--- src/hw/rtl/mvp_pkg.sv ---
// Shared constants, types and helpers for the multichannel velocity PID.
package mvp_pkg;

	localparam int CHANNELS   = 8;
	localparam int CH_IDX_W   = (CHANNELS > 1) ? $clog2(CHANNELS) : 1;
	localparam int CH_W       = 3;
	localparam int DATA_W     = 32;
	localparam int REG_IDX_W  = 3;

	// Q37.32 sum of the three products, and that sum floored to Q37.16
	localparam int SUM_W      = 69;
	localparam int FRAC_W     = 16;
	localparam int SHIFT_W    = SUM_W - FRAC_W;
	localparam int EXT_W      = SHIFT_W + 1;

	// Items in flight: four pipeline stages plus the result register
	localparam int PIPE_DEPTH = 5;

	localparam logic signed [DATA_W-1:0] OUT_MIN_RST = {1'b1, {(DATA_W-1){1'b0}}};
	localparam logic signed [DATA_W-1:0] OUT_MAX_RST = {1'b0, {(DATA_W-1){1'b1}}};

	typedef enum logic [REG_IDX_W-1:0] {
		REG_PROP_GAIN     = 3'd0,
		REG_INTEG_GAIN_DT = 3'd1,
		REG_DERIV_GAIN_DT = 3'd2,
		REG_OUT_MIN       = 3'd3,
		REG_OUT_MAX       = 3'd4
	} reg_idx_t;

	typedef struct packed {
		logic signed [DATA_W-1:0] prop_gain;
		logic signed [DATA_W-1:0] integ_gain_dt;
		logic signed [DATA_W-1:0] deriv_gain_dt;
		logic signed [DATA_W-1:0] out_min;
		logic signed [DATA_W-1:0] out_max;
	} cfg_t;

	typedef struct packed {
		logic [CH_W-1:0]           channel;
		logic                      in_range;
		logic signed [SHIFT_W-1:0] sh_base;
		logic signed [SHIFT_W-1:0] sh_full;
	} sum_beat_t;

	function automatic logic ch_valid(input logic [CH_W-1:0] ch);
		return int'(ch) < CHANNELS;
	endfunction

	function automatic logic [CH_IDX_W-1:0] ch_idx(input logic [CH_W-1:0] ch);
		return CH_IDX_W'(ch);
	endfunction

endpackage

--- src/hw/rtl/mvp_err_hist.sv ---
// Per-channel history of the last two error samples.
module mvp_err_hist (
	input  logic                             clk,
	input  logic                             arst_n,
	input  logic                             wr_en,
	input  logic [mvp_pkg::CH_W-1:0]         channel,
	input  logic signed [mvp_pkg::DATA_W-1:0] error_sample,
	output logic signed [mvp_pkg::DATA_W-1:0] last_error,
	output logic signed [mvp_pkg::DATA_W-1:0] prior_error
);
	import mvp_pkg::*;

	logic signed [DATA_W-1:0] last_error_q  [CHANNELS];
	logic signed [DATA_W-1:0] prior_error_q [CHANNELS];
	logic [CH_IDX_W-1:0]      idx;
	logic                     hit;

	assign idx = ch_idx(channel);
	assign hit = ch_valid(channel);

	assign last_error  = hit ? last_error_q[idx]  : '0;
	assign prior_error = hit ? prior_error_q[idx] : '0;

	// Errors shift in at accept; nothing downstream feeds back into them
	always_ff @(posedge clk or negedge arst_n) begin
		if (!arst_n) begin
			for (int i = 0; i < CHANNELS; i++) begin
				last_error_q[i]  <= '0;
				prior_error_q[i] <= '0;
			end
		end else if (wr_en && hit) begin
			prior_error_q[idx] <= last_error_q[idx];
			last_error_q[idx]  <= error_sample;
		end
	end

endmodule

--- config.mk ---
export PLATFORM = sky130hd
export DESIGN_NAME = mvp_err_hist
export DESIGN_NICKNAME = d
export VERILOG_FILES = /design/src/hw/rtl/mvp_pkg.sv /design/src/hw/rtl/mvp_err_hist.sv
export SDC_FILE = /design/constraint.sdc
export NUM_CORES = 1
export LEC_CHECK = 0
export BUFFER_PORTS_ARGS = -buffer_cell sky130_fd_sc_hd__buf_4
export CORE_ASPECT_RATIO = 1.25
export CORE_MARGIN = 2
export CORE_UTILIZATION = 62
export CTS_CLUSTER_SIZE = 14
export DETAILED_ROUTE_END_ITERATION = 6
export PLACE_DENSITY = 0.88
export SYNTH_ARGS = -nofsm -noshare
export SYNTH_HDL_FRONTEND = slang
export SYNTH_SLANG_ARGS = --single-unit
export TNS_END_PERCENT = 20
--- constraint.sdc ---
create_clock -name clk -period 4.2 [get_ports clk]
set_clock_uncertainty 0.15 [all_clocks]
set_input_delay 0.21 -clock clk [delete_from_list [all_inputs] [get_ports clk]]
set_output_delay 0.21 -clock clk [all_outputs]
set_load 0.05 [all_outputs]
==> Word-level counts from Yosys, hierarchy flattened <==
Index checks and enable logic that the tools add are counted.
{ "totals": {"elab_cells": 30, "input_bits": 38, "reg_bits": 512, "output_inout_bits": 64} }
{ "classes": {"n_mux": 10, "bitwise": 1, "reduce_logical": 1, "order_cmp": 2} }
{ "ops": {"columns": ["op", "n"], "rows": [
  ["256-bit bitwise mux", 2],
  ["32-bit binary-select mux with 3-bit select", 2],
  ["32-bit two-way mux", 5],
  ["32-bit demux with 3-bit select", 1],
  ["4-bit >= comparator, second input constant", 1],
  ["4-bit by 1-bit < comparator with 1-bit output, second input constant", 1],
  ["3-bit inverter with 4-bit output", 1],
  ["1-bit logical AND", 1]
]} }

==> Logic depth before layout (Yosys ltp) <==
Gate-level depths: netlist of run 1.
{ "depth": {"word_depth": 6, "mapped_depth": 7, "ltp_nobuf": 3} }

==> Least setup slack after synthesis of run 1 <==
Ideal clock, no wire load.
{ "synth_path": {"path_type": "input -> output", "from": "in channel[1] (netlist name)", "to": "out last_error[30] (netlist name)", "stages": 6, "t_arrival_ps": 2137, "n_path_buf": 3, "t_required_ps": 3840, "setup_slack_ps": 1703, "path_cell_list": "buf_4 nor2b_1 clkbuf_1 clkbuf_1 a221oi_1 o21ai_0"} }
{ "synth_via": {"elab_chain_len": 4} }
{ "synth_lines": {"columns": ["item", "line_no", "rtl"], "rows": [
  ["from (decl)", "mvp_err_hist.sv:6", "input logic [mvp_pkg::CH_W-1:0] channel,"],
  ["3-bit inverter with 4-bit output (not written as such)", "mvp_err_hist.sv:21", "assign last_error = hit ? last_error_q[idx] : '0;"],
  ["32-bit binary-select mux with 3-bit select", "mvp_err_hist.sv:21", null],
  ["32-bit two-way mux (not written as such) (2 in a row)", "mvp_err_hist.sv:21", null],
  ["to (decl)", "mvp_err_hist.sv:8", "output logic signed [mvp_pkg::DATA_W-1:0] last_error,"]
]} }
No other way between the ends. The select of a mux whose other input is x is not followed.

==> Worst setup path in the final report of run 1 <==
{ "layout_path": {"from": "in channel[2] (netlist name)", "to": "out last_error[7] (netlist name)"} }
The elaborated chain is that of the path after synthesis.

==> results.json, run 1 <==
{
  "ys_seq_elements": 512,
  "die-height_um": 220,
  "die_width_um": 176,
  "fin_total_pwr_mw": 14.0,
  "areaGrowthSynthToFinish_pct": 12.6,
  "detail-route-antenna-nets": 0,
  "timing.final.ws_setup_ns": 1.11,
  "cpLargestDelayFamily": "buffers and inverters",
  "critical_path.endpoint_type": "primary output",
  "timing.critical_path.slowest_cell_delay_ns": 0.78,
  "violations_in_the_final_reports": "design-rule violations",
  "worstSkewPairLatency_ns": 0.58,
  "floorplan.io_pins": 102,
  "wire_per_inst_um": 22.7,
  "worst_ir_drop_vdd_mv": 0.395,
  "yosysSeqAreaShare_pct": 55.6,
  "dominantRegCellSynth": "sky130_fd_sc_hd__dfrtp_1",
  "cts_root_buffer": "sky130_fd_sc_hd__clkbuf_16",
  "floorplan.initialDensity_pct": 63.1,
  "firstDrtPassIters": 7,
  "slowest_stage_cell_on_the_critical_path": "sky130_fd_sc_hd__nor2b_4",
  "grt_antenna_before_repair": 1,
  "post_synth.cell_area_avg_um2": 11.3,
  "clock_pin_slew_worst_setup_and_hold_paths_ns": 0.05,
  "cts-buffers-inserted": 48,
  "pre_cts_slack_ns": 1.23,
  "post-route-min-period_ns": 3.09,
  "htreeDepth": 2,
  "place_congestion": 0.801,
  "drt_iter0_drc": 1792,
  "cellLeakagePower_nw": 11.7,
  "synth_edf_count": 0,
  "slew_headroom_pct": 22.9,
  "critPathMaxFanout": 54,
  "final-hold-violation-count": 0,
  "timing_limited_maximum_frequency_mhz": 324,
  "crit_required_ns": 3.84,
  "max-clock-path-buffers": 3,
  "status": "finished with violations",
  "critPathBufInv": 4,
  "setup_tns_ns": 0,
  "num-nets-final": 2142,
  "floorplan.core_area_um2": 36500,
  "max-cap-violations": 0,
  "slew_at_the_pin_closest_to_its_max_slew_limit_ns": 1.16,
  "p_per_area_nw_per_um2": 541,
  "syn-cell-area_um2": 23000,
  "rsz0062_at_grt": "no",
  "drt-total-wl_mm": 59.4,
  "hpwlAfterDp_mm": 33.9,
  "synth.lib_cells_used.distinct": 37,
  "first_global_vias": 17700,
  "ff_latch_area_um2": 12800,
  "multi_input_gate_area_um2": 9440,
  "std_cell_rows": 78,
  "critical_path_data_arrival_time_ns": 2.73,
  "yosysWarnings": 0,
  "globalRoute.totalOverflow": 0,
  "setup_violations": 0,
  "via_count": 16900,
  "pin_count_of_the_biggest_net_entering_global_routing": 135,
  "vias_per_cell": 6.45,
  "cts.sink_count": 512,
  "drc": 1,
  "cp_cell_sequence": "buf_4 -> buf_4 -> nor2b_4 -> buf_4 -> a2bb2oi_1 -> o211ai_1 -> buf_4",
  "maxSlewViolCount": 0,
  "final_min_period_over_clock_period_pct": 73.5,
  "tritoncts": "built",
  "die_area_um2": 38700,
  "layout_cells_sized_above_1_pct": 27.5,
  "crit_path_start_kind": "input port",
  "num-fill-cells": 2384,
  "io_buffer_count": 101,
  "global_route.usage.total_pct": 31.3,
  "cpMostUsedCell": "sky130_fd_sc_hd__buf_4",
  "syn-num-nets": 2068,
  "criticalPathCategory": "in2out",
  "netlist_instances": 2030,
  "hold_path_class": "in2reg",
  "grt_pass1_wl_mm": 94.7,
  "async_reset_ff_share_pct": 100
}
## cells by family (layout without fill, tap and decap cells)
family	count (synthesis)	count (layout)	share of synthesized area [%]
DFF	512	512	55.6
AOI/OAI and AO/OA	410	410	11.0
other	0	1	0
muxes	420	420	20.2
buffers and inverters	157	264	3.69
and+or+nand+nor	531	531	9.51
## worst register-to-register path, delay by kind of cell, from the launching register on
kind	cells	cell delay, ns
AOI/OAI and AO/OA	2	0.56
DFF	1	0.38
muxes	1	0.27
## layout make-up
class,count,area share [%]
antenna,1,0.00965
clock buffer,77,5.71
multi-input combinational,1361,36.4
timing repair buffer,178,5.87
clock inverter,6,0.251
tap,480,2.32
inverter,3,0.0434
sequential,512,49.4
## registers in the layout (all words and copies together) (netlist names)
register,flops
last_error_q,256
prior_error_q,256
## synth_stat cells (2+ instances only)
| cell | number | area [um^2] |
|---|---|---|
| sky130_fd_sc_hd__dfrtp_1 | 512 | 12800 |
| sky130_fd_sc_hd__nand2_1 | 428 | 1610 |
| sky130_fd_sc_hd__mux2_2 | 359 | 4040 |
| sky130_fd_sc_hd__o21ai_0 | 164 | 821 |
| sky130_fd_sc_hd__a22oi_1 | 98 | 736 |
| sky130_fd_sc_hd__buf_2 | 80 | 400 |
| sky130_fd_sc_hd__a21oi_1 | 60 | 300 |
| sky130_fd_sc_hd__mux2i_1 | 58 | 581 |
| sky130_fd_sc_hd__nor2_1 | 58 | 218 |
| sky130_fd_sc_hd__clkbuf_1 | 43 | 161 |
| sky130_fd_sc_hd__o211ai_1 | 36 | 270 |
| sky130_fd_sc_hd__o221ai_1 | 27 | 236 |
| sky130_fd_sc_hd__buf_4 | 19 | 143 |
| sky130_fd_sc_hd__nand2b_1 | 16 | 100 |
| sky130_fd_sc_hd__o21ai_1 | 15 | 75.1 |
| sky130_fd_sc_hd__buf_6 | 12 | 135 |
| sky130_fd_sc_hd__nand3_1 | 11 | 55.1 |
| sky130_fd_sc_hd__a211o_1 | 4 | 35.0 |
| sky130_fd_sc_hd__a2bb2oi_1 | 4 | 35.0 |
| sky130_fd_sc_hd__inv_1 | 3 | 11.3 |
| sky130_fd_sc_hd__mux2_1 | 3 | 33.8 |
| sky130_fd_sc_hd__a221oi_1 | 2 | 17.5 |
| sky130_fd_sc_hd__and2b_1 | 2 | 15.0 |
| sky130_fd_sc_hd__and4bb_2 | 2 | 25.0 |
| sky130_fd_sc_hd__nor2b_1 | 2 | 12.5 |
## where the power goes
group	total (mW)	switching (mW)	leakage, nW	internal, mW
clock network	4.30	1.83	0.758	2.46
registers	6.61	0.605	6.37	6.00
logic	3.14	1.81	4.59	1.33
total	14.0	4.25	11.7	9.79
## stage by stage
stage	hold slack, ns	util (%)	std cells	cell area (um^2)
2_1_floorplan	-0.236	-	2030	23000
5_1_grt	0.171	71.1	2618	25900
3_5_place_dp	0.263	65.9	2501	24100
3_3_place_gp	0.253	65.9	2501	24100
4_1_cts	0.120	71.1	2617	25900
6_report	0.0898	71.1	2618	25900
## placed cells by master, fill, tap and decap left out, drive strengths merged
master / synthesis / layout
a221oi: 2 / 2
nor3: 1 / 1
clkbuf: 43 / 77
nand2: 428 / 428
a21oi: 60 / 60
or4b: 1 / 1
buf: 111 / 145
o211ai: 36 / 36
inv: 3 / 5
nor4b: 1 / 1
diode: 0 / 1
clkinvlp: 0 / 1
nor2: 59 / 59
nand4: 1 / 1
o21ai: 179 / 179
and4bb: 2 / 2
and2b: 2 / 2
nor3b: 1 / 1
dfrtp: 512 / 512
nand4bb: 1 / 1
a211o: 4 / 4
nand4b: 3 / 3
a22oi: 98 / 98
nor2b: 2 / 2
nand3: 11 / 11
nor4bb: 1 / 1
bufinv: 0 / 1
a2bb2oi: 4 / 4
mux2: 362 / 362
clkinv: 0 / 2
and2: 1 / 1
o221ai: 27 / 27
nand2b: 16 / 16
mux2i: 58 / 58
dlygate4sd3: 0 / 33
## repair_timing
item	4_1_cts	5_1_grt
gates resized for setup	0	0
setup buffers	0	0
endpoints found under the hold margin	384	0
setup endpoints to repair	0	0
hold buffers	33	0
## metal layers
metal | part of all wire [%] | global-route usage [%] | up-vias
met5 | 0 | 0 | -
met4 | 5.1 | 17.6 | 0
met3 | 7.9 | 5.66 | 234
met2 | 50 | 51.5 | 851
met1 | 37 | 39.4 | 8517
li1 | - | - | 7288
## path summary, 6_finish.rpt
path                                                  end                           from  depth (start not counted)  slack (ns)
max                                         last_error[7]                     channel[2]                          7        1.11
min                        prior_error_q[214]$_DFFE_PN0P_                     channel[0]                          3        0.09
max reg2reg                 prior_error_q[75]$_DFFE_PN0P_  last_error_q[107]$_DFFE_PN0P_                          3        2.70
min reg2reg                 prior_error_q[72]$_DFFE_PN0P_  prior_error_q[72]$_DFFE_PN0P_                          2        0.33
max in group asynchronous  prior_error_q[136]$_DFFE_PN0P_                         arst_n                          3        2.56
min in group asynchronous   last_error_q[166]$_DFFE_PN0P_                         arst_n                          2        0.21
Power figures use the tool's default switching activity.
==> inputs of run 2 (changes only) <==
ABC_AREA = 1   (was default)
CORE_UTILIZATION = 56   (was 62)
PLACE_DENSITY = 0.84   (was 0.88)
clock period = 2.6 ns   (was 4.2 ns; I/O delays follow)
==> results.json, run 2 <==
{
  "first_global_vias": 20400,
  "setup_violations": 0,
  "floorplan.initialDensity_pct": 57.0,
  "cts.sink_count": 512,
  "dominantRegCellSynth": "sky130_fd_sc_hd__dfrtp_1",
  "p_per_area_nw_per_um2": 816,
  "ys_seq_elements": 512,
  "timing_limited_maximum_frequency_mhz": 478,
  "use_met1_pct": 40.1,
  "yosysSeqAreaShare_pct": 53.2,
  "post_cts_hold_buffers": 34,
  "grt_use_met2_pct": 49.4,
  "floorplan.io_pins": 102,
  "critPathMaxFanout": 2,
  "pin_count_of_the_biggest_net_entering_global_routing": 119,
  "met3_usage_in_global_routing_pct": 5.07,
  "wire_per_inst_um": 17.3,
  "hpwlAfterDp_mm": 37.4,
  "crit_required_ns": 2.32,
  "max-clock-path-buffers": 3,
  "crit_path_start_kind": "flop",
  "die_area_um2": 44700,
  "place_congestion": 0.796,
  "synth.lib_cells_used.distinct": 25,
  "via_count": 21200,
  "cp_cell_sequence": "or2_2 -> o211ai_1 -> nand4_1 -> buf_4",
  "p_seq_share_pct": 46.8,
  "synth_commonest_cells": "sky130_fd_sc_hd__nand2_1 (1588), sky130_fd_sc_hd__dfrtp_1 (512), sky130_fd_sc_hd__o21ai_0 (302)",
  "globalRoute.busiestLayer": "met2",
  "drt_iter0_drc": 2375,
  "comb_power_share_pct": 20.7,
  "detail-route-antenna-nets": 0,
  "die_width_um": 189,
  "floorplan.core_area_um2": 42300,
  "clock_pin_slew_worst_setup_and_hold_paths_ns": 0.06,
  "syn-cell-area_um2": 24100,
  "max-cap-violations": 0,
  "internal_power_mw": 15.3,
  "yosysWarnings": 0,
  "globalRoute.totalOverflow": 0,
  "post_synth.cell_area_avg_um2": 7.58,
  "post-cts-setup-buffers": 0,
  "hold_path_class": "in2reg",
  "post_cts.resized_instances": 0,
  "yosys.area.top_type": "sky130_fd_sc_hd__dfrtp_1",
  "status": "completed",
  "async_reset_ff_share_pct": 100,
  "share_clk_of_total_power_pct": 32.4,
  "die-height_um": 236,
  "p_sw_share_pct": 31.3,
  "areaGrowthSynthToFinish_pct": 13.7,
  "rsz0062_at_grt": "no",
  "netlist_instances": 3174,
  "global_route.usage.total_pct": 30.0,
  "final-hold-violation-count": 0,
  "pre_cts_slack_ns": 0.615,
  "htreeDepth": 2,
  "firstDrtPassIters": 6,
  "drc": 0,
  "finalCoreUtilization_pct": 64.8,
  "setup_tns_ns": 0,
  "synth_edf_count": 0,
  "io_buffer_count": 101,
  "timing.critical_path.slowest_cell_delay_ns": 0.37,
  "post-route-min-period_ns": 2.09,
  "vias_per_cell": 5.52,
  "slew_headroom_pct": 42.1,
  "cts_root_buffer": "sky130_fd_sc_hd__clkbuf_16",
  "layout_cells_sized_above_1_pct": 9.24,
  "layout.cells.most_common": "sky130_fd_sc_hd__nand2_1",
  "fin_total_pwr_mw": 22.3,
  "slew_at_the_pin_closest_to_its_max_slew_limit_ns": 0.869,
  "critical_path.endpoint_type": "primary output",
  "cellLeakagePower_nw": 14.8,
  "slowest_stage_cell_on_the_critical_path": "sky130_fd_sc_hd__dfrtp_1",
  "drt-total-wl_mm": 66.2,
  "std_cell_rows": 84,
  "syn-num-nets": 3212,
  "power.net_switching_mw": 7.00,
  "num-nets-final": 3269,
  "worstSkewPairLatency_ns": 0.57,
  "grt_pass1_wl_mm": 108,
  "criticalPathCategory": "reg2out",
  "largest_registers": "last_error_q x256, prior_error_q x256",
  "maxSlewViolCount": 0,
  "final_min_period_over_clock_period_pct": 80.4,
  "synth_top_area_share_pct": 53.2,
  "critical_path_data_arrival_time_ns": 1.81,
  "layout.cells.most_common_list": "sky130_fd_sc_hd__nand2_1 (1588), sky130_fd_sc_hd__dfrtp_1 (512), sky130_fd_sc_hd__o21ai_0 (302)",
  "tritoncts": "built",
  "grt_antenna_before_repair": 1,
  "ys_top_cells_by_area": "sky130_fd_sc_hd__dfrtp_1 (53%), sky130_fd_sc_hd__nand2_1 (25%), sky130_fd_sc_hd__o21ai_0 (6.3%)",
  "post-synth-top-count-cell": "sky130_fd_sc_hd__nand2_1",
  "timing.final.ws_setup_ns": 0.509,
  "worst_ir_drop_vdd_mv": 0.544,
  "cts-buffers-inserted": 49
}
run 2: cells by family after synthesis:
| kind of cell | synth area share [%] |
|---|---|
| buf+inv | 7.39 |
| compound gates | 8.00 |
| simple gates | 31.4 |
| flops | 53.2 |
run 2: power by group through the flow:
stage | clock, mW | combinational [mW] | sequential, mW
CTS | 7.29 | 4.62 | 10.4
global placement | 0 | 4.37 | 10.5
detailed placement | 0 | 4.53 | 10.5
finish | 7.25 | 4.63 | 10.5
floorplan | 0 | 3.28 | 10.3
global route | 7.59 | 5.21 | 10.6
run 2: worst paths after layout:
check	start	end	slack [ns]	depth (start not counted)
worst max-delay path	prior_error_q[117]$_DFFE_PN0P_	prior_error[21]	0.51	4
worst min-delay path	channel[2]	prior_error_q[94]$_DFFE_PN0P_	0.02	5
worst max register to register	last_error_q[199]$_DFFE_PN0P_	prior_error_q[135]$_DFFE_PN0P_	1.24	8
min in group asynchronous	arst_n	last_error_q[8]$_DFFE_PN0P_	0.09	3
max in group asynchronous	arst_n	prior_error_q[231]$_DFFE_PN0P_	1.26	3
worst min register to register	prior_error_q[165]$_DFFE_PN0P_	prior_error_q[165]$_DFFE_PN0P_	0.32	2
run 2: layer usage:
layer / vias up / share of wire, % / routed length, um
li1: 9844 / - / -
met2: 1027 / 48 / 31600
met1: 10100 / 39 / 25900
met3: 159 / 9.8 / 6470
met4: 0 / 3.3 / 2190
met5: - / 0 / 0
run 2: through the flow:
stage | hold WS [ns] | instance area, um^2 | std cells
after floorplan | -0.316 | 24100 | 3174
after global placement | -0.173 | 25400 | 3705
after detailed placement | -0.167 | 25400 | 3705
after CTS | 0.00305 | 27400 | 3829
after global routing | 0.0224 | 27400 | 3830
final | 0.0173 | 27400 | 3830
run 2: worst max-delay path, delay by kind of cell (launching register included):
kind / cells / cell delay [ns]
AND/OR/NAND/NOR: 2 / 0.47
flip-flops: 1 / 0.37
buffers and inverters: 1 / 0.23
AO/OA/AOI/OAI: 1 / 0.17
run 2: area by class of cell:
cell class / instances / area [um^2]
Antenna cell: 1 / 2.50
Clock buffer: 77 / 1510
Clock inverter: 13 / 123
Fill cell: 3377 / 14900
Inverter: 225 / 852
Multi-Input combinational cell: 2251 / 9510
Sequential cell: 512 / 12800
Tap cell: 559 / 699
Timing Repair Buffer: 192 / 1870
==> inputs of run 3 (changes only) <==
clock period = 1.87 ns   (was 2.6 ns; I/O delays follow)
==> results.json, run 3 (synthesized netlist as in run 2, its figures left out) <==
{
  "vias_per_cell": 5.54,
  "hold_path_class": "in2reg",
  "maxSlewViolCount": 0,
  "floorplan.io_pins": 102,
  "via_count": 21600,
  "p_per_area_nw_per_um2": 1110,
  "layout.cells.most_common_list": "sky130_fd_sc_hd__nand2_1 (1567), sky130_fd_sc_hd__dfrtp_1 (512), sky130_fd_sc_hd__o21ai_0 (293)",
  "largest_registers": "last_error_q x256, prior_error_q x256",
  "critical_path.endpoint_type": "primary output",
  "grt_pass1_wl_mm": 109,
  "slew_at_the_pin_closest_to_its_max_slew_limit_ns": 1.06,
  "io_buffer_count": 101,
  "share_clk_of_total_power_pct": 31.8,
  "critPathMaxFanout": 2,
  "finalCoreUtilization_pct": 67.6,
  "globalRoute.totalOverflow": 0,
  "grt_antenna_before_repair": 2,
  "p_sw_share_pct": 31.3,
  "floorplan.core_area_um2": 42300,
  "std_cell_rows": 84,
  "slew_headroom_pct": 28.9,
  "drt_iter0_drc": 2468,
  "ff_latch_area_um2": 12800,
  "timing.final.ws_setup_ns": -0.143,
  "clock_pin_slew_worst_setup_and_hold_paths_ns": 0.06,
  "place_congestion": 0.807,
  "first_global_vias": 20800,
  "cts-buffers-inserted": 49,
  "global_route.usage.total_pct": 30.1,
  "post-route-min-period_ns": 2.01,
  "final-hold-violation-count": 0,
  "crit_required_ns": 1.63,
  "hpwlAfterDp_mm": 39.2,
  "criticalPathCategory": "reg2out",
  "cts_root_buffer": "sky130_fd_sc_hd__clkbuf_16",
  "cellLeakagePower_nw": 15.3,
  "p_seq_share_pct": 45.7,
  "cts.sink_count": 512,
  "max-clock-path-buffers": 3,
  "htreeDepth": 2,
  "setup_violations": 22,
  "die_width_um": 189,
  "power.net_switching_mw": 9.97,
  "max-cap-violations": 0,
  "timing.hold.ws_ns": 0.0339,
  "tritoncts": "built",
  "final_min_period_over_clock_period_pct": 108,
  "wire_per_inst_um": 17.4,
  "timing_limited_maximum_frequency_mhz": 497,
  "detail-route-antenna-nets": 0,
  "drc": 0,
  "areaGrowthSynthToFinish_pct": 18.7,
  "worst_ir_drop_vdd_mv": 0.846,
  "layout.cells.most_common": "sky130_fd_sc_hd__nand2_1",
  "crit_path_start_kind": "flop",
  "pre_cts_slack_ns": 0.142,
  "num-fill-cells": 3181,
  "worstSkewPairLatency_ns": 0.58,
  "multi_input_gate_area_um2": 9700,
  "pin_count_of_the_biggest_net_entering_global_routing": 97,
  "num-nets-final": 3331,
  "die_area_um2": 44700,
  "violations_in_the_final_reports": "negative setup slack",
  "internal_power_mw": 21.9,
  "critical_path_data_arrival_time_ns": 1.77,
  "drt-total-wl_mm": 67.9,
  "die-height_um": 236,
  "status": "finished with violations",
  "layout_cells_sized_above_1_pct": 11.9,
  "comb_power_share_pct": 22.4,
  "floorplan.initialDensity_pct": 57.0,
  "firstDrtPassIters": 7,
  "rsz0062_at_grt": "yes"
}
## run 3: cell type report
type	count	area share, %
clock buffer	76	5.22
tap	559	2.45
clock inverter	13	0.534
inverter	225	2.98
timing repair buffer	254	10.0
sequential	512	44.8
multi-input combinational	2251	33.9
antenna	1	0.00876
## run 3: final timing paths
check	endpoint	startpoint	cells past startpoint	slack, ns
max in group asynchronous	prior_error_q[124]$_DFFE_PN0P_	arst_n	5	0.22
setup / recovery	prior_error[8]	prior_error_q[72]$_DFFE_PN0P_	6	-0.14
min in group asynchronous	last_error_q[101]$_DFFE_PN0P_	arst_n	3	0.68
hold / removal	prior_error_q[50]$_DFFE_PN0P_	channel[1]	7	0.03
hold reg to reg	prior_error_q[9]$_DFFE_PN0P_	prior_error_q[9]$_DFFE_PN0P_	2	0.32
setup reg to reg	prior_error_q[155]$_DFFE_PN0P_	last_error_q[187]$_DFFE_PN0P_	10	0.32
## run 3: per-layer routing
metal	global-route usage [%]	routed length, um	up-vias
met5	0	13	-
met4	12.6	2360	2
met3	4.95	6440	187
met2	48.8	32500	1143
met1	40.4	26600	10300
li1	-	-	9973
## run 3: stage by stage
stage	cells	TNS, ns	power, mW	cell area (um^2)
2_1_floorplan	3174	0	18.9	24100
3_3_place_gp	3733	0	20.8	25900
3_5_place_dp	3733	0	21.1	25900
4_1_cts	3868	-1.17	31.5	28200
5_1_grt	3891	-4.22	33.4	28600
6_report	3891	-1.11	31.8	28600
## run 3: power groups by stage
stage	Sequential (mW)	Clock, mW	Combinational, mW
2_1_floorplan	14.4	0	4.55
3_3_place_gp	14.6	0	6.20
3_5_place_dp	14.6	0	6.42
4_1_cts	14.5	10.2	6.82
5_1_grt	14.8	10.7	7.93
6_report	14.6	10.1	7.15
## run 3: timing repair
item	in CTS	in global routing
endpoints found under the setup margin	51	60
setup buffers	6	22
hold endpoints to repair	781	0
hold buffers	40	0
resized for setup	76	66
pin swaps	13	36
## run 3: critical path, stage by stage, from the launching register on
cell                       delay [ns]
sky130_fd_sc_hd__dfrtp_1         0.39
sky130_fd_sc_hd__inv_1           0.06
sky130_fd_sc_hd__nand2_1         0.06
sky130_fd_sc_hd__o211ai_1        0.13
sky130_fd_sc_hd__nand3_1         0.13
sky130_fd_sc_hd__nand3b_1        0.24
sky130_fd_sc_hd__buf_6           0.19
