===== src/hw/rtl/mvp_pkg.sv =====
// Shared constants, types and helpers for the multichannel velocity PID.
package mvp_pkg;

	localparam int CHANNELS   = 8;
	localparam int CH_IDX_W   = (CHANNELS > 1) ? $clog2(CHANNELS) : 1;
	localparam int CH_W       = 3;
	localparam int DATA_W     = 32;
	localparam int REG_IDX_W  = 3;

	// Q37.32 sum of the three products, and that sum floored to Q37.16
	localparam int SUM_W      = 69;
	localparam int FRAC_W     = 16;
	localparam int SHIFT_W    = SUM_W - FRAC_W;
	localparam int EXT_W      = SHIFT_W + 1;

	// Items in flight: four pipeline stages plus the result register
	localparam int PIPE_DEPTH = 5;

	localparam logic signed [DATA_W-1:0] OUT_MIN_RST = {1'b1, {(DATA_W-1){1'b0}}};
	localparam logic signed [DATA_W-1:0] OUT_MAX_RST = {1'b0, {(DATA_W-1){1'b1}}};

	typedef enum logic [REG_IDX_W-1:0] {
		REG_PROP_GAIN     = 3'd0,
		REG_INTEG_GAIN_DT = 3'd1,
		REG_DERIV_GAIN_DT = 3'd2,
		REG_OUT_MIN       = 3'd3,
		REG_OUT_MAX       = 3'd4
	} reg_idx_t;

	typedef struct packed {
		logic signed [DATA_W-1:0] prop_gain;
		logic signed [DATA_W-1:0] integ_gain_dt;
		logic signed [DATA_W-1:0] deriv_gain_dt;
		logic signed [DATA_W-1:0] out_min;
		logic signed [DATA_W-1:0] out_max;
	} cfg_t;

	typedef struct packed {
		logic [CH_W-1:0]           channel;
		logic                      in_range;
		logic signed [SHIFT_W-1:0] sh_base;
		logic signed [SHIFT_W-1:0] sh_full;
	} sum_beat_t;

	function automatic logic ch_valid(input logic [CH_W-1:0] ch);
		return int'(ch) < CHANNELS;
	endfunction

	function automatic logic [CH_IDX_W-1:0] ch_idx(input logic [CH_W-1:0] ch);
		return CH_IDX_W'(ch);
	endfunction

endpackage


===== src/hw/rtl/mvp_if.sv =====


interface mvp_cfg_if;
	import mvp_pkg::*;
	logic                 valid;
	logic                 ready;
	logic [REG_IDX_W-1:0] index;
	logic [DATA_W-1:0]    data;
	modport source (output valid, index, data, input ready);
	modport sink   (input valid, index, data, output ready);
endinterface


===== src/hw/rtl/mvp_cfg_regs.sv =====
// Gain and limit registers written through the configuration channel.
module mvp_cfg_regs (
	input  logic         clk,
	input  logic         arst_n,
	mvp_cfg_if.sink      cfg,
	output mvp_pkg::cfg_t cfg_regs
);
	import mvp_pkg::*;

	cfg_t cfg_q;

	assign cfg.ready = 1'b1;
	assign cfg_regs  = cfg_q;

	always_ff @(posedge clk or negedge arst_n) begin
		if (!arst_n) begin
			cfg_q.prop_gain     <= '0;
			cfg_q.integ_gain_dt <= '0;
			cfg_q.deriv_gain_dt <= '0;
			cfg_q.out_min       <= OUT_MIN_RST;
			cfg_q.out_max       <= OUT_MAX_RST;
		end else if (cfg.valid) begin
			unique case (reg_idx_t'(cfg.index))
				REG_PROP_GAIN:     cfg_q.prop_gain     <= cfg.data;
				REG_INTEG_GAIN_DT: cfg_q.integ_gain_dt <= cfg.data;
				REG_DERIV_GAIN_DT: cfg_q.deriv_gain_dt <= cfg.data;
				REG_OUT_MIN:       cfg_q.out_min       <= cfg.data;
				REG_OUT_MAX:       cfg_q.out_max       <= cfg.data;
				default: ;
			endcase
		end
	end

endmodule


===== src/flat_wrapper.sv =====
// flat-port wrapper written by rule: the top's interface ports become plain ports
module mvp_cfg_regs_flat import mvp_pkg::*;
  (clk, arst_n, cfg_regs, cfg_valid, cfg_index, cfg_data, cfg_ready);
  mvp_cfg_if cfg_i ();
  input  logic clk;
  input  logic arst_n;
  output mvp_pkg::cfg_t cfg_regs;
  input wire logic [$bits(cfg_i.valid)-1:0] cfg_valid;
  input wire logic [$bits(cfg_i.index)-1:0] cfg_index;
  input wire logic [$bits(cfg_i.data)-1:0] cfg_data;
  output wire logic [$bits(cfg_i.ready)-1:0] cfg_ready;
  assign cfg_i.valid = cfg_valid;
  assign cfg_i.index = cfg_index;
  assign cfg_i.data = cfg_data;
  assign cfg_ready = cfg_i.ready;
  mvp_cfg_regs u_core (.clk(clk), .arst_n(arst_n), .cfg(cfg_i), .cfg_regs(cfg_regs));
endmodule

===== config.mk =====
export PLATFORM = sky130hd
export DESIGN_NAME = mvp_cfg_regs_flat
export DESIGN_NICKNAME = d
export VERILOG_FILES = /design/src/hw/rtl/mvp_pkg.sv /design/src/hw/rtl/mvp_if.sv /design/src/hw/rtl/mvp_cfg_regs.sv /design/src/flat_wrapper.sv
export SDC_FILE = /design/constraint.sdc
export NUM_CORES = 1
export LEC_CHECK = 0
export BUFFER_PORTS_ARGS = -buffer_cell sky130_fd_sc_hd__buf_2
export CAP_MARGIN = 20
export CORE_MARGIN = 5
export CORE_UTILIZATION = 50
export DETAILED_ROUTE_END_ITERATION = 16
export PLACE_DENSITY = 0.79
export SYNTH_ARGS = -nofsm -noshare
export SYNTH_HDL_FRONTEND = slang
export SYNTH_SLANG_ARGS = --single-unit

===== constraint.sdc =====
create_clock -name clk -period 0.9 [get_ports clk]
set_input_delay 0.18 -clock clk [delete_from_list [all_inputs] [get_ports clk]]
set_output_delay 0.18 -clock clk [all_outputs]
set_load 0.01 [all_outputs]

# --- Yosys cells after proc, flatten, opt, wreduce, memory -nomap -nowiden ---
# Index checks and enable logic that the tools add are counted.
# Widths: inputs -> output; s select.
totals:
  reg_bits: 160
  inputBits: 38
  out_inout_bits: 161
  word_cells: 15
classes:
  eq_ne: 4
  n_reduce_logical: 6
ops:
  columns: ["operator", "count"]
  rows:
  - ["$reduce_and 2->1", 5]
  - ["$eq 3x2->1 const B", 2]
  - ["$eq 3x1->1 const B", 1]
  - ["$eq 3x3->1 const B", 1]
  - ["$logic_not 3->1", 1]

# --- Depth between registers and ports, before layout ---
# Gate-level depths: netlist (run 1).
depth:
  depth_word: 2
  mapped_depth: 4
  ltp_nobuf: 2

# --- Worst setup path after synthesis (run 1) ---
# OpenSTA, ideal clock, no wires.
synth_timing:
  path_kind: "input to register"
  startpoint: "input port cfg_index[0]"
  endpoint: "register u_core.cfg_q (netlist bit u_core.cfg_regs[129])"
  setup_ns: 0.125
  t_arrival_ns: 1.103
  t_required_ns: 0.775
  slack_ns: -0.328
  stages: 3
  cell_sequence: "nor4b_4 > buf_6 > mux2_2"
synth_between:
  elab_chain_cells: 2
synth_lines:
  columns: ["item", "line", "source"]
  rows:
  - ["start: declaration", "flat_wrapper.sv:9", "input wire logic [$bits(cfg_i.index)-1:0] cfg_index;"]
  - ["$logic_not 3->1", "mvp_cfg_regs.sv:23", "unique case (reg_idx_t'(cfg.index))"]
  - ["$reduce_and 2->1 (no line)", null, null]
  - ["end: declaration", "mvp_cfg_regs.sv:10", "cfg_t cfg_q;"]
# Every way passes these cells.
# A chain may end at the register's enable or synchronous reset.

# --- Final worst setup path (run 1) ---
layout_timing:
  startpoint: "register u_core.cfg_q (netlist bit u_core.cfg_regs[15])"
  endpoint: "output port cfg_regs[15] (netlist bit)"
layout_rtl:
  columns: ["item", "line", "source"]
  rows:
  - ["end: declaration", "flat_wrapper.sv:7", "output mvp_pkg::cfg_t cfg_regs;"]
# No word-level cell between the ends.

==> metrics.txt, run 1 <==
# TYPE chip_impl_metric gauge
chip_impl_info{name="failed_checks",value="setup timing"} 1
chip_impl_metric{name="timing.max_cap.violations",unit=""} 0
chip_impl_metric{name="floorplan.core_area",unit="sq mm"} 0.01211
chip_impl_info{name="rr_endpoint",value="u_core.cfg_regs[42]"} 1
chip_impl_metric{name="nNetsFinal",unit=""} 735
chip_impl_info{name="root_buffer",value="sky130_fd_sc_hd__clkbuf_16"} 1
chip_impl_metric{name="tritoncts.num_buffers",unit=""} 17
chip_impl_info{name="synth_top_family_by_area",value="multiplexers"} 1
chip_impl_metric{name="total_count_of_hold_check_failures_in_the_final_report",unit=""} 0
chip_impl_metric{name="max-vdd-ir-drop",unit="uV"} 2003
chip_impl_metric{name="yosysWarnings",unit=""} 0
chip_impl_metric{name="placedInstanceArea",unit="sq mm"} 0.007762
chip_impl_metric{name="placement_stage_worst_setup_slack",unit="ns"} -0.5997
chip_impl_metric{name="met3_length",unit="microns"} 1719
chip_impl_metric{name="r2r_cells",unit=""} 3
chip_impl_info{name="min_to",value="u_core.cfg_regs[70]"} 1
chip_impl_info{name="rsz_0062_raised_after_global_routing",value="true"} 1
chip_impl_info{name="critical-path-top-delay-family",value="flip-flops"} 1
chip_impl_metric{name="die_width",unit="microns"} 121.7
chip_impl_metric{name="die-area",unit="sq mm"} 0.01480
chip_impl_metric{name="power",unit="mW"} 26.20
chip_impl_metric{name="timing.final.setup_violations",unit=""} 284
chip_impl_metric{name="grt-ovfl-total",unit=""} 0
chip_impl_metric{name="first_global_vias",unit=""} 5050
chip_impl_metric{name="yosys_register_bits",unit=""} 160
chip_impl_metric{name="vias_per_cell",unit=""} 5.181
chip_impl_info{name="min-delay-path-class",value="in2reg"} 1
chip_impl_metric{name="yosys.area_share.simple",unit=""} 0.01044
chip_impl_metric{name="power.density_cell_area",unit="mW/mm^2"} 2503
chip_impl_metric{name="placement_rows",unit=""} 40
chip_impl_metric{name="timing.critical_path.required",unit="ns"} 0.72
chip_impl_metric{name="clock-skew-final",unit="ns"} 0
chip_impl_metric{name="share_of_final_layout_standard_cells_stronger_than_drive_strength_1",unit=""} 0.8113
chip_impl_info{name="crit_slowest_cell",value="sky130_fd_sc_hd__dfstp_2"} 1
chip_impl_metric{name="critical_path_cell_count",unit=""} 1
chip_impl_metric{name="clk_latency",unit="ns"} 0.42
chip_impl_metric{name="routedLengthMet1",unit="microns"} 8317
chip_impl_metric{name="num-fill-cells",unit=""} 511
chip_impl_metric{name="ff2ff_setup_slack",unit="ns"} -0.13
chip_impl_metric{name="route.antenna.remaining_nets",unit=""} 0
chip_impl_info{name="cts_tree",value="built"} 1
chip_impl_metric{name="h_tree_levels",unit=""} 4
chip_impl_metric{name="compound_gate_fraction_of_synth_area",unit=""} 0
chip_impl_metric{name="initial_utilization",unit=""} 0.5148
chip_impl_info{name="path_cells",value="buf_6"} 1
chip_impl_metric{name="timing.final.ws_setup",unit="ns"} -0.3831
chip_impl_metric{name="largest_register_ffs",unit=""} 160
chip_impl_metric{name="dpl.hpwl",unit="microns"} 10570
chip_impl_metric{name="num_io_pins",unit=""} 199
chip_impl_metric{name="synth.lib_cells_used.distinct",unit=""} 14
chip_impl_metric{name="antenna_found_initial",unit=""} 0
chip_impl_metric{name="synthCells",unit=""} 345
chip_impl_metric{name="post_synth.cell_area_avg",unit="sq um"} 18.07
chip_impl_metric{name="drc_errors",unit=""} 0
chip_impl_metric{name="max_stage_delay",unit="ns"} 0.56
chip_impl_metric{name="layout-area-overhead-vs-synth",unit="%"} 67.89
chip_impl_metric{name="routed-via-count",unit=""} 4549
chip_impl_metric{name="routed_wire_length_per_instance",unit="microns"} 25.46
chip_impl_metric{name="gp_congestion",unit=""} 0.7895
chip_impl_metric{name="period_minus_slack",unit="ns"} 1.283
chip_impl_metric{name="met2_length",unit="microns"} 11740
chip_impl_metric{name="detail_route.wirelength",unit="microns"} 22350
chip_impl_metric{name="netlist_area",unit="sq mm"} 0.006235
chip_impl_metric{name="drt_first_iter_violations",unit=""} 293
chip_impl_metric{name="clkTransAtPathRegs",unit="ns"} 0.07
chip_impl_metric{name="finalCoreUtilization",unit=""} 0.8643
chip_impl_metric{name="die_y",unit="microns"} 121.7
chip_impl_metric{name="synth_adder_area_share",unit=""} 0
chip_impl_metric{name="synthXorXnorAreaFrac",unit=""} 0
chip_impl_metric{name="maximum_number_of_pins_on_one_net_before_global_route_repair",unit=""} 27
chip_impl_metric{name="n_antenna_cell",unit=""} 0
chip_impl_info{name="crit_start",value="u_core.cfg_regs[15]"} 1
chip_impl_metric{name="synth_fp_nets",unit=""} 383
chip_impl_metric{name="hold-path-cell-count",unit=""} 2
chip_impl_metric{name="critical_path_arrival",unit="ns"} 1.10
chip_impl_metric{name="cellLeakagePower",unit="nW"} 5.154
chip_impl_metric{name="port_buffers",unit=""} 197
chip_impl_metric{name="worst-path-buf-inv",unit=""} 1
chip_impl_info{name="critical_path.reg2reg.startpoint",value="u_core.cfg_regs[42]"} 1
chip_impl_info{name="status",value="finished, violations left"} 1
chip_impl_metric{name="final.period_utilization",unit=""} 1.426
chip_impl_metric{name="synth_mux_area_frac",unit=""} 0.3070
chip_impl_metric{name="slew_viols_final",unit=""} 0
chip_impl_info{name="highest-signal-layer",value="met4"} 1
chip_impl_metric{name="critPathMaxFanout",unit=""} 2
chip_impl_info{name="worstSetupPathType",value="reg2out"} 1
chip_impl_metric{name="yosysSeqAreaShare",unit=""} 0.6486
chip_impl_metric{name="grt_pass1_wl",unit="microns"} 30320
chip_impl_metric{name="drt_first_pass_iters",unit=""} 4
chip_impl_metric{name="cts.path.max_buffers",unit=""} 2
chip_impl_info{name="worst_hold_startpoint",value="cfg_data[6]"} 1
chip_impl_info{name="start_kind",value="register"} 1
chip_impl_info{name="worstSetupEndpointType",value="output pin"} 1
chip_impl_metric{name="clock_sink_count",unit=""} 160
chip_impl_metric{name="grtUsageTotal",unit=""} 0.2770
chip_impl_metric{name="max_clock_freq",unit="MHz"} 779.4
chip_impl_metric{name="post-route-cell-area",unit="sq mm"} 0.01047
synth_stat cells (all sizes together):
cell type,n,share of area
and4bb,1,0.0020
buf,19,0.033
conb,1,0.00060
dfrtp,128,0.51
dfstp,32,0.13
mux2,160,0.31
nand4b,1,0.0014
nor4b,1,0.0038
nor4bb,2,0.0032
worst max-delay path by stage:
stage                                 endpoint
after floorplan           u_core.cfg_regs[129]
after global placement      u_core.cfg_regs[9]
after detailed placement    u_core.cfg_regs[3]
after CTS                          cfg_regs[0]
after global routing              cfg_regs[12]
final                             cfg_regs[15]
cell families after synthesis:
group | after synthesis
multiplexers | 160
flip-flops | 160
buffers and inverters | 19
AND/OR/NAND/NOR | 5
other | 1
final cells by class:
class | instances | area (sq um) | area share
flip-flops and latches | 160 | 4044 | 0.3863
repair buffers | 352 | 3246 | 0.3101
multi-input cells | 166 | 2407 | 0.2300
clock buffers | 23 | 478.0 | 0.04566
well taps | 168 | 210.2 | 0.02008
clock inverters | 9 | 82.58 | 0.007889
power by group:
group	internal [mW]	total (mW)	switching (mW)	leakage (nW)
registers	9.03	10.3	1.29	1.87
clock network	4.02	6.98	2.96	0.273
logic	5.71	8.90	3.19	3.01
total	18.8	26.2	7.44	5.15
through the flow:
stage	setup TNS, ns	cells	hold slack (ns)
finish	-51.69	878	0.04019
global route	-57.55	878	0.04211
CTS	-48.00	842	0.02537
detailed placement	-84.40	711	0.08310
global placement	-78.04	711	0.07854
floorplan	-40.38	345	-0.1156
repair_timing:
item	in CTS	in global routing
setup buffers	88	64
hold buffers	1	0
endpoints found under the setup margin	319	283
pin swaps	3	3
gates resized for setup	123	85
gates cloned	10	1
endpoints found under the hold margin	132	0
layout by cell type, fill, tap and decap left out:
| cell type | synthesis | routed |
|---|---|---|
| sky130_fd_sc_hd__mux2_4 | 30 | 134 |
| sky130_fd_sc_hd__dfrtp_1 | 128 | 128 |
| sky130_fd_sc_hd__buf_6 | 10 | 120 |
| sky130_fd_sc_hd__buf_2 | 4 | 101 |
| sky130_fd_sc_hd__buf_4 | 2 | 101 |
| sky130_fd_sc_hd__dfstp_2 | 32 | 32 |
| sky130_fd_sc_hd__mux2_2 | 121 | 26 |
| sky130_fd_sc_hd__buf_12 | 3 | 20 |
| sky130_fd_sc_hd__clkbuf_16 | 0 | 18 |
| sky130_fd_sc_hd__buf_16 | 0 | 6 |
| sky130_fd_sc_hd__clkinv_2 | 0 | 4 |
| sky130_fd_sc_hd__clkbuf_8 | 0 | 3 |
| sky130_fd_sc_hd__clkbuf_1 | 0 | 3 |
| sky130_fd_sc_hd__nor4bb_4 | 0 | 2 |
| sky130_fd_sc_hd__clkinvlp_4 | 0 | 2 |
| sky130_fd_sc_hd__buf_8 | 0 | 2 |
| sky130_fd_sc_hd__and4bb_4 | 0 | 1 |
| sky130_fd_sc_hd__nor4b_4 | 1 | 1 |
| sky130_fd_sc_hd__nand4b_1 | 1 | 1 |
| sky130_fd_sc_hd__conb_1 | 1 | 1 |
| sky130_fd_sc_hd__bufinv_16 | 0 | 1 |
| sky130_fd_sc_hd__inv_6 | 0 | 1 |
| sky130_fd_sc_hd__clkinv_4 | 0 | 1 |
| sky130_fd_sc_hd__dlygate4sd3_1 | 0 | 1 |
metal layers:
metal,up-vias,GRT usage
li1,1931,-
met2,212,0.4663
met1,2365,0.3397
met5,-,0
met3,41,0.08960
met4,0,0.08964
Note: power is estimated with default switching activity, not from simulation.
==> run 2, diff against run 1 <==
--- a/config.mk
+++ b/config.mk
@@ -9,8 +9,10 @@
 export CAP_MARGIN = 20
 export CORE_MARGIN = 5
 export CORE_UTILIZATION = 50
+export CTS_BUF_LIST = sky130_fd_sc_hd__clkbuf_8
 export DETAILED_ROUTE_END_ITERATION = 16
 export PLACE_DENSITY = 0.79
+export SETUP_SLACK_MARGIN = 0.1
 export SYNTH_ARGS = -nofsm -noshare
 export SYNTH_HDL_FRONTEND = slang
 export SYNTH_SLANG_ARGS = --single-unit
==> constraint.sdc (replaced) <==
create_clock -name clk -period 1.6 [get_ports clk]
set_input_delay 0.32 -clock clk [delete_from_list [all_inputs] [get_ports clk]]
set_output_delay 0.32 -clock clk [all_outputs]
set_load 0.01 [all_outputs]
==> run 2 against run 1 <==
Against the previous run:
- the flow now finishes without violations
- clock-buffer cell count unchanged
- critical path depth unchanged
- power decreased by 57%
- sequential share of layout area is 12 points higher
==> metrics.txt, run 2 (same netlist as run 1, synthesis figures left out) <==
# TYPE chip_impl_metric gauge
chip_impl_metric{name="floorplan.core_area",unit="sq mm"} 0.01211
chip_impl_metric{name="n_antenna_cell",unit=""} 0
chip_impl_metric{name="first_global_vias",unit=""} 4136
chip_impl_metric{name="finalCoreUtilization",unit=""} 0.6532
chip_impl_info{name="layout_common_cells",value="sky130_fd_sc_hd__buf_2, sky130_fd_sc_hd__dfrtp_1, sky130_fd_sc_hd__mux2_2, sky130_fd_sc_hd__dfstp_2, sky130_fd_sc_hd__mux2_4"} 1
chip_impl_info{name="min-delay-path-class",value="in2reg"} 1
chip_impl_metric{name="clkTransAtPathRegs",unit="ns"} 0.08
chip_impl_metric{name="cellLeakagePower",unit="nW"} 3.794
chip_impl_metric{name="grtUsageTotal",unit=""} 0.1976
chip_impl_metric{name="max_clock_freq",unit="MHz"} 693.8
chip_impl_info{name="cts_tree",value="built"} 1
chip_impl_metric{name="cts_resized",unit=""} 0
chip_impl_metric{name="die-area",unit="sq mm"} 0.01480
chip_impl_info{name="layout_commonest_cell",value="sky130_fd_sc_hd__buf_2"} 1
chip_impl_metric{name="die_width",unit="microns"} 121.7
chip_impl_metric{name="timing.final.setup_violations",unit=""} 0
chip_impl_metric{name="largest_register_ffs",unit=""} 160
chip_impl_metric{name="gp_congestion",unit=""} 0.7805
chip_impl_metric{name="share_seq_of_total_power",unit=""} 0.489
chip_impl_metric{name="holdBufCountCts",unit=""} 1
chip_impl_metric{name="critical_path_arrival",unit="ns"} 1.12
chip_impl_metric{name="port_buffers",unit=""} 197
chip_impl_metric{name="max_stage_delay",unit="ns"} 0.55
chip_impl_info{name="start_kind",value="register"} 1
chip_impl_metric{name="tritoncts.num_buffers",unit=""} 17
chip_impl_info{name="status",value="finished, final reports clean"} 1
chip_impl_metric{name="drt_first_iter_violations",unit=""} 230
chip_impl_metric{name="num_io_pins",unit=""} 199
chip_impl_metric{name="dpl.hpwl",unit="microns"} 10150
chip_impl_metric{name="power.density_cell_area",unit="mW/mm^2"} 1435
chip_impl_metric{name="grt-ovfl-total",unit=""} 0
chip_impl_metric{name="total_count_of_hold_check_failures_in_the_final_report",unit=""} 0
chip_impl_metric{name="h_tree_levels",unit=""} 4
chip_impl_metric{name="combinational_fraction_of_design_power",unit=""} 0.237
chip_impl_info{name="worstSetupEndpointType",value="output pin"} 1
chip_impl_metric{name="switching_power",unit="mW"} 3.106
chip_impl_metric{name="clk_latency",unit="ns"} 0.43
chip_impl_metric{name="cts.path.max_buffers",unit=""} 2
chip_impl_metric{name="route.antenna.remaining_nets",unit=""} 0
chip_impl_metric{name="maximum_number_of_pins_on_one_net_before_global_route_repair",unit=""} 45
chip_impl_metric{name="switching_share",unit=""} 0.2735
chip_impl_metric{name="nNetsFinal",unit=""} 596
chip_impl_metric{name="antenna_found_initial",unit=""} 0
chip_impl_metric{name="drt_first_pass_iters",unit=""} 4
chip_impl_metric{name="post_cts.repair.setup_buffers",unit=""} 0
chip_impl_metric{name="final.period_utilization",unit=""} 0.9009
chip_impl_metric{name="setup_total_negative_slack",unit="ns"} 0
chip_impl_metric{name="slew_viols_final",unit=""} 0
chip_impl_metric{name="max-vdd-ir-drop",unit="uV"} 669.1
chip_impl_metric{name="routed-via-count",unit=""} 3721
chip_impl_metric{name="drc_errors",unit=""} 0
chip_impl_metric{name="worst-path-buf-inv",unit=""} 1
chip_impl_metric{name="grt_pass1_wl",unit="microns"} 22540
chip_impl_metric{name="timing.critical_path.required",unit="ns"} 1.28
chip_impl_metric{name="routed_wire_length_per_instance",unit="microns"} 19.01
chip_impl_info{name="path_cells",value="buf_2"} 1
chip_impl_metric{name="placement_rows",unit=""} 40
chip_impl_metric{name="initial_utilization",unit=""} 0.5148
chip_impl_info{name="worstSetupPathType",value="reg2out"} 1
chip_impl_metric{name="share_of_final_layout_standard_cells_stronger_than_drive_strength_1",unit=""} 0.7474
chip_impl_metric{name="period_minus_slack",unit="ns"} 1.441
chip_impl_metric{name="vias_per_cell",unit=""} 5.042
chip_impl_metric{name="timing.max_cap.violations",unit=""} 0
chip_impl_info{name="rsz_0062_raised_after_global_routing",value="false"} 1
chip_impl_info{name="root_buffer",value="sky130_fd_sc_hd__clkbuf_8"} 1
chip_impl_info{name="crit_slowest_cell",value="sky130_fd_sc_hd__dfstp_2"} 1
chip_impl_metric{name="power.internal",unit="mW"} 8.250
chip_impl_metric{name="clock_sink_count",unit=""} 160
chip_impl_metric{name="detail_route.wirelength",unit="microns"} 14030
chip_impl_metric{name="layout-area-overhead-vs-synth",unit="%"} 26.89
chip_impl_metric{name="die_y",unit="microns"} 121.7
chip_impl_metric{name="critPathMaxFanout",unit=""} 2
chip_impl_metric{name="clock-skew-final",unit="ns"} 0
chip_impl_info{name="critical-path-top-delay-family",value="flip-flops"} 1
chip_impl_metric{name="power.clock.fraction",unit=""} 0.274
## run 2: worst paths after layout
check                                     start              endpoint  slack [ns]  cells past startpoint
min in group asynchronous                arst_n  u_core.cfg_regs[131]        0.36                      2
max reg2reg                u_core.cfg_regs[133]  u_core.cfg_regs[133]        0.79                      1
min reg2reg                 u_core.cfg_regs[94]   u_core.cfg_regs[94]        0.49                      1
min                                cfg_data[11]  u_core.cfg_regs[107]        0.15                      2
max                         u_core.cfg_regs[20]          cfg_regs[20]        0.16                      1
max in group asynchronous                arst_n   u_core.cfg_regs[63]        0.59                      3
## run 2: power by group through the flow
stage | combinational (mW) | sequential (mW) | clock (mW)
finish | 2.69 | 5.55 | 3.11
global route | 2.91 | 5.67 | 3.40
CTS | 2.75 | 5.56 | 3.20
detailed placement | 2.74 | 5.62 | 0
global placement | 2.66 | 5.57 | 0
floorplan | 0.950 | 6.00 | 0
## run 2: area by class of cell
class	instances	area [sq um]
multi-input combinational	166	2013
clock inverter	8	112.6
sequential	160	4044
fill	898	4200
timing repair buffer	213	1215
tap	168	210.2
clock buffer	23	316.6
## run 2: layer usage
layer	wire (microns)	GRT usage	vias to the layer above
met4	398	0.09104	0
li1	-	-	1657
met2	7070	0.3247	137
met3	911	0.05710	27
met5	0	0	-
met1	5652	0.2421	1900
## run 2: through the flow
step                setup slack, ns  instance area, sq um  hold WS (ns)  power, mW  instances
floorplan                    0.2318                  6235       0.02441      6.952        345
global placement            0.02513                  7472        0.2579      8.232        706
detailed placement         -0.02687                  7472        0.2661      8.364        706
CTS                          0.1107                  7911        0.1181      11.51        738
global route                 0.1041                  7911        0.1299      11.98        738
finish                       0.1586                  7911        0.1550      11.36        738
==> run 3, diff against run 2 <==
--- a/config.mk
+++ b/config.mk
@@ -8,10 +8,10 @@
 export BUFFER_PORTS_ARGS = -buffer_cell sky130_fd_sc_hd__buf_2
 export CAP_MARGIN = 20
 export CORE_MARGIN = 5
-export CORE_UTILIZATION = 50
+export CORE_UTILIZATION = 47
 export CTS_BUF_LIST = sky130_fd_sc_hd__clkbuf_8
 export DETAILED_ROUTE_END_ITERATION = 16
-export PLACE_DENSITY = 0.79
+export PLACE_DENSITY = 0.78
 export SETUP_SLACK_MARGIN = 0.1
 export SYNTH_ARGS = -nofsm -noshare
 export SYNTH_HDL_FRONTEND = slang
==> constraint.sdc (replaced) <==
create_clock -name clk -period 1.2 [get_ports clk]
set_input_delay 0.24 -clock clk [delete_from_list [all_inputs] [get_ports clk]]
set_output_delay 0.24 -clock clk [all_outputs]
set_load 0.01 [all_outputs]
==> run 3 against run 2 <==
Against the previous run:
- the run now ends with setup timing left
- power rose by 51%
- largest power group unchanged
- clock power up 38%
- cell area is 16% higher
==> metrics.txt, run 3 (same netlist as run 1, synthesis figures left out) <==
# TYPE chip_impl_metric gauge
chip_impl_info{name="failed_checks",value="setup timing"} 1
chip_impl_metric{name="detail_route.wirelength",unit="microns"} 16110
chip_impl_metric{name="floorplan.core_area",unit="sq mm"} 0.01314
chip_impl_metric{name="switching_share",unit=""} 0.2775
chip_impl_metric{name="clk_latency",unit="ns"} 0.44
chip_impl_metric{name="maximum_number_of_pins_on_one_net_before_global_route_repair",unit=""} 43
chip_impl_metric{name="max_clock_freq",unit="MHz"} 735.0
chip_impl_metric{name="num_io_pins",unit=""} 199
chip_impl_metric{name="share_seq_of_total_power",unit=""} 0.439
chip_impl_metric{name="tritoncts.num_buffers",unit=""} 17
chip_impl_metric{name="timing.final.setup_violations",unit=""} 152
chip_impl_metric{name="power.internal",unit="mW"} 12.43
chip_impl_metric{name="clock_sink_count",unit=""} 160
chip_impl_metric{name="power.clock.fraction",unit=""} 0.249
chip_impl_metric{name="die_width",unit="microns"} 125.2
chip_impl_info{name="start_kind",value="register"} 1
chip_impl_metric{name="finalCoreUtilization",unit=""} 0.6999
chip_impl_metric{name="vias_per_cell",unit=""} 4.905
chip_impl_metric{name="first_global_vias",unit=""} 4566
chip_impl_metric{name="num-fill-cells",unit=""} 870
chip_impl_metric{name="max-vdd-ir-drop",unit="uV"} 1017
chip_impl_metric{name="cellLeakagePower",unit="nW"} 4.462
chip_impl_metric{name="route.antenna.remaining_nets",unit=""} 0
chip_impl_metric{name="placement_rows",unit=""} 42
chip_impl_metric{name="gp_congestion",unit=""} 0.7289
chip_impl_metric{name="timing.final.ws_setup",unit="ns"} -0.1605
chip_impl_info{name="layout_common_cells",value="sky130_fd_sc_hd__dfrtp_1, sky130_fd_sc_hd__buf_2, sky130_fd_sc_hd__mux2_4, sky130_fd_sc_hd__buf_4, sky130_fd_sc_hd__buf_6"} 1
chip_impl_metric{name="die_y",unit="microns"} 125.2
chip_impl_metric{name="clkTransAtPathRegs",unit="ns"} 0.09
chip_impl_metric{name="timing.critical_path.required",unit="ns"} 0.96
chip_impl_metric{name="slew_viols_final",unit=""} 0
chip_impl_info{name="layout_commonest_cell",value="sky130_fd_sc_hd__dfrtp_1"} 1
chip_impl_metric{name="critPathMaxFanout",unit=""} 2
chip_impl_metric{name="switching_power",unit="mW"} 4.774
chip_impl_metric{name="max_stage_delay",unit="ns"} 0.57
chip_impl_info{name="min-delay-path-class",value="in2reg"} 1
chip_impl_metric{name="drt_first_pass_iters",unit=""} 4
chip_impl_metric{name="sequential_cell_area",unit="sq mm"} 0.004044
chip_impl_metric{name="nNetsFinal",unit=""} 672
chip_impl_metric{name="timing.max_cap.violations",unit=""} 0
chip_impl_metric{name="die-area",unit="sq mm"} 0.01567
chip_impl_metric{name="grt_pass1_wl",unit="microns"} 25490
chip_impl_metric{name="largest_register_ffs",unit=""} 160
chip_impl_metric{name="worst_hold_slack_across_all_endpoints",unit="ns"} 0.08179
chip_impl_info{name="status",value="finished, violations left"} 1
chip_impl_metric{name="final.period_utilization",unit=""} 1.134
chip_impl_metric{name="n_antenna_cell",unit=""} 0
chip_impl_metric{name="power.density_cell_area",unit="mW/mm^2"} 1871
chip_impl_info{name="cts_tree",value="built"} 1
chip_impl_metric{name="antenna_found_initial",unit=""} 0
chip_impl_info{name="rsz_0062_raised_after_global_routing",value="true"} 1
chip_impl_info{name="crit_slowest_cell",value="sky130_fd_sc_hd__dfstp_2"} 1
chip_impl_metric{name="multiInputGateArea",unit="sq mm"} 0.002208
chip_impl_metric{name="h_tree_levels",unit=""} 4
chip_impl_metric{name="critical_path_arrival",unit="ns"} 1.12
chip_impl_metric{name="period_minus_slack",unit="ns"} 1.361
chip_impl_metric{name="worst-path-buf-inv",unit=""} 1
chip_impl_metric{name="grtUsageTotal",unit=""} 0.2085
chip_impl_info{name="worstSetupEndpointType",value="output pin"} 1
chip_impl_metric{name="total_count_of_hold_check_failures_in_the_final_report",unit=""} 0
chip_impl_info{name="root_buffer",value="sky130_fd_sc_hd__clkbuf_8"} 1
chip_impl_info{name="worstSetupPathType",value="reg2out"} 1
chip_impl_metric{name="drc_errors",unit=""} 0
chip_impl_metric{name="power",unit="mW"} 17.20
chip_impl_metric{name="drt_first_iter_violations",unit=""} 147
chip_impl_metric{name="routed-via-count",unit=""} 4037
chip_impl_metric{name="combinational_fraction_of_design_power",unit=""} 0.312
chip_impl_metric{name="cts.path.max_buffers",unit=""} 2
chip_impl_metric{name="grt-ovfl-total",unit=""} 0
chip_impl_metric{name="layout-area-overhead-vs-synth",unit="%"} 47.48
chip_impl_metric{name="port_buffers",unit=""} 197
chip_impl_metric{name="initial_utilization",unit=""} 0.4746
chip_impl_info{name="critical-path-top-delay-family",value="flip-flops"} 1
chip_impl_metric{name="dpl.hpwl",unit="microns"} 10840
chip_impl_info{name="path_cells",value="buf_6"} 1
chip_impl_metric{name="share_of_final_layout_standard_cells_stronger_than_drive_strength_1",unit=""} 0.7929
chip_impl_metric{name="routed_wire_length_per_instance",unit="microns"} 19.57
chip_impl_metric{name="clock-skew-final",unit="ns"} 0
## run 3: changes by cell type in the layout (fill, tap and decap cells not counted), moves of 3 or more
cell / delta
sky130_fd_sc_hd__buf_2: -74
sky130_fd_sc_hd__buf_4: +72
sky130_fd_sc_hd__buf_6: +76
sky130_fd_sc_hd__clkinv_4: +3
sky130_fd_sc_hd__inv_1: -4
sky130_fd_sc_hd__mux2_1: -6
sky130_fd_sc_hd__mux2_2: -46
sky130_fd_sc_hd__mux2_4: +52
## run 3: cell type report
| class | instances | share of cell area |
|---|---|---|
| multi-input combinational | 166 | 0.2402 |
| clock inverter | 11 | 0.01660 |
| tap | 176 | 0.02395 |
| timing repair buffer | 289 | 0.2481 |
| sequential | 160 | 0.4398 |
| clock buffer | 21 | 0.03143 |
## run 3: layer usage
| layer | up-vias | share of wire | track usage |
|---|---|---|---|
| met5 | - | 0 | 0 |
| met4 | 0 | 0.021 | 0.07079 |
| met3 | 28 | 0.066 | 0.07463 |
| met2 | 143 | 0.50 | 0.3451 |
| met1 | 2067 | 0.41 | 0.2549 |
| li1 | 1799 | - | - |
## run 3: final timing paths
| path | startpoint | to | slack, ns | cells after the start |
|---|---|---|---|---|
| hold reg to reg | u_core.cfg_regs[64] | u_core.cfg_regs[64] | 0.51 | 1 |
| hold / removal | cfg_data[16] | u_core.cfg_regs[112] | 0.08 | 2 |
| min in group asynchronous | arst_n | u_core.cfg_regs[142] | 0.23 | 2 |
| setup reg to reg | u_core.cfg_regs[149] | u_core.cfg_regs[149] | 0.16 | 3 |
| setup / recovery | u_core.cfg_regs[2] | cfg_regs[2] | -0.16 | 1 |
| max in group asynchronous | arst_n | u_core.cfg_regs[4] | 0.36 | 3 |
## run 3: power groups by stage
| stage | clock (mW) | combinational, mW | sequential (mW) |
|---|---|---|---|
| floorplan | 0 | 1.50 | 8.02 |
| global placement | 0 | 3.82 | 7.45 |
| detailed placement | 0 | 3.93 | 7.52 |
| CTS | 4.39 | 4.91 | 7.47 |
| global route | 4.66 | 5.70 | 7.70 |
| finish | 4.28 | 5.36 | 7.56 |
## run 3: what timing repair did
item,in CTS,in global routing
pin swaps,0,1
setup endpoints to repair,160,165
setup buffers,52,21
hold endpoints to repair,131,0
hold buffers,1,0
gates resized for setup,46,34
## run 3: metrics by stage
step           cells  setup TNS (ns)  instance area (sq um)  worst slack (ns)
6_report         823          -6.188                   9195           -0.1605
5_1_grt          823          -16.99                   9195           -0.2248
4_1_cts          802          -12.85                   8842           -0.1939
3_5_place_dp     717          -43.62                   7725           -0.3956
3_3_place_gp     717          -39.27                   7725           -0.3127
2_1_floorplan    345          -5.094                   6445          -0.08815
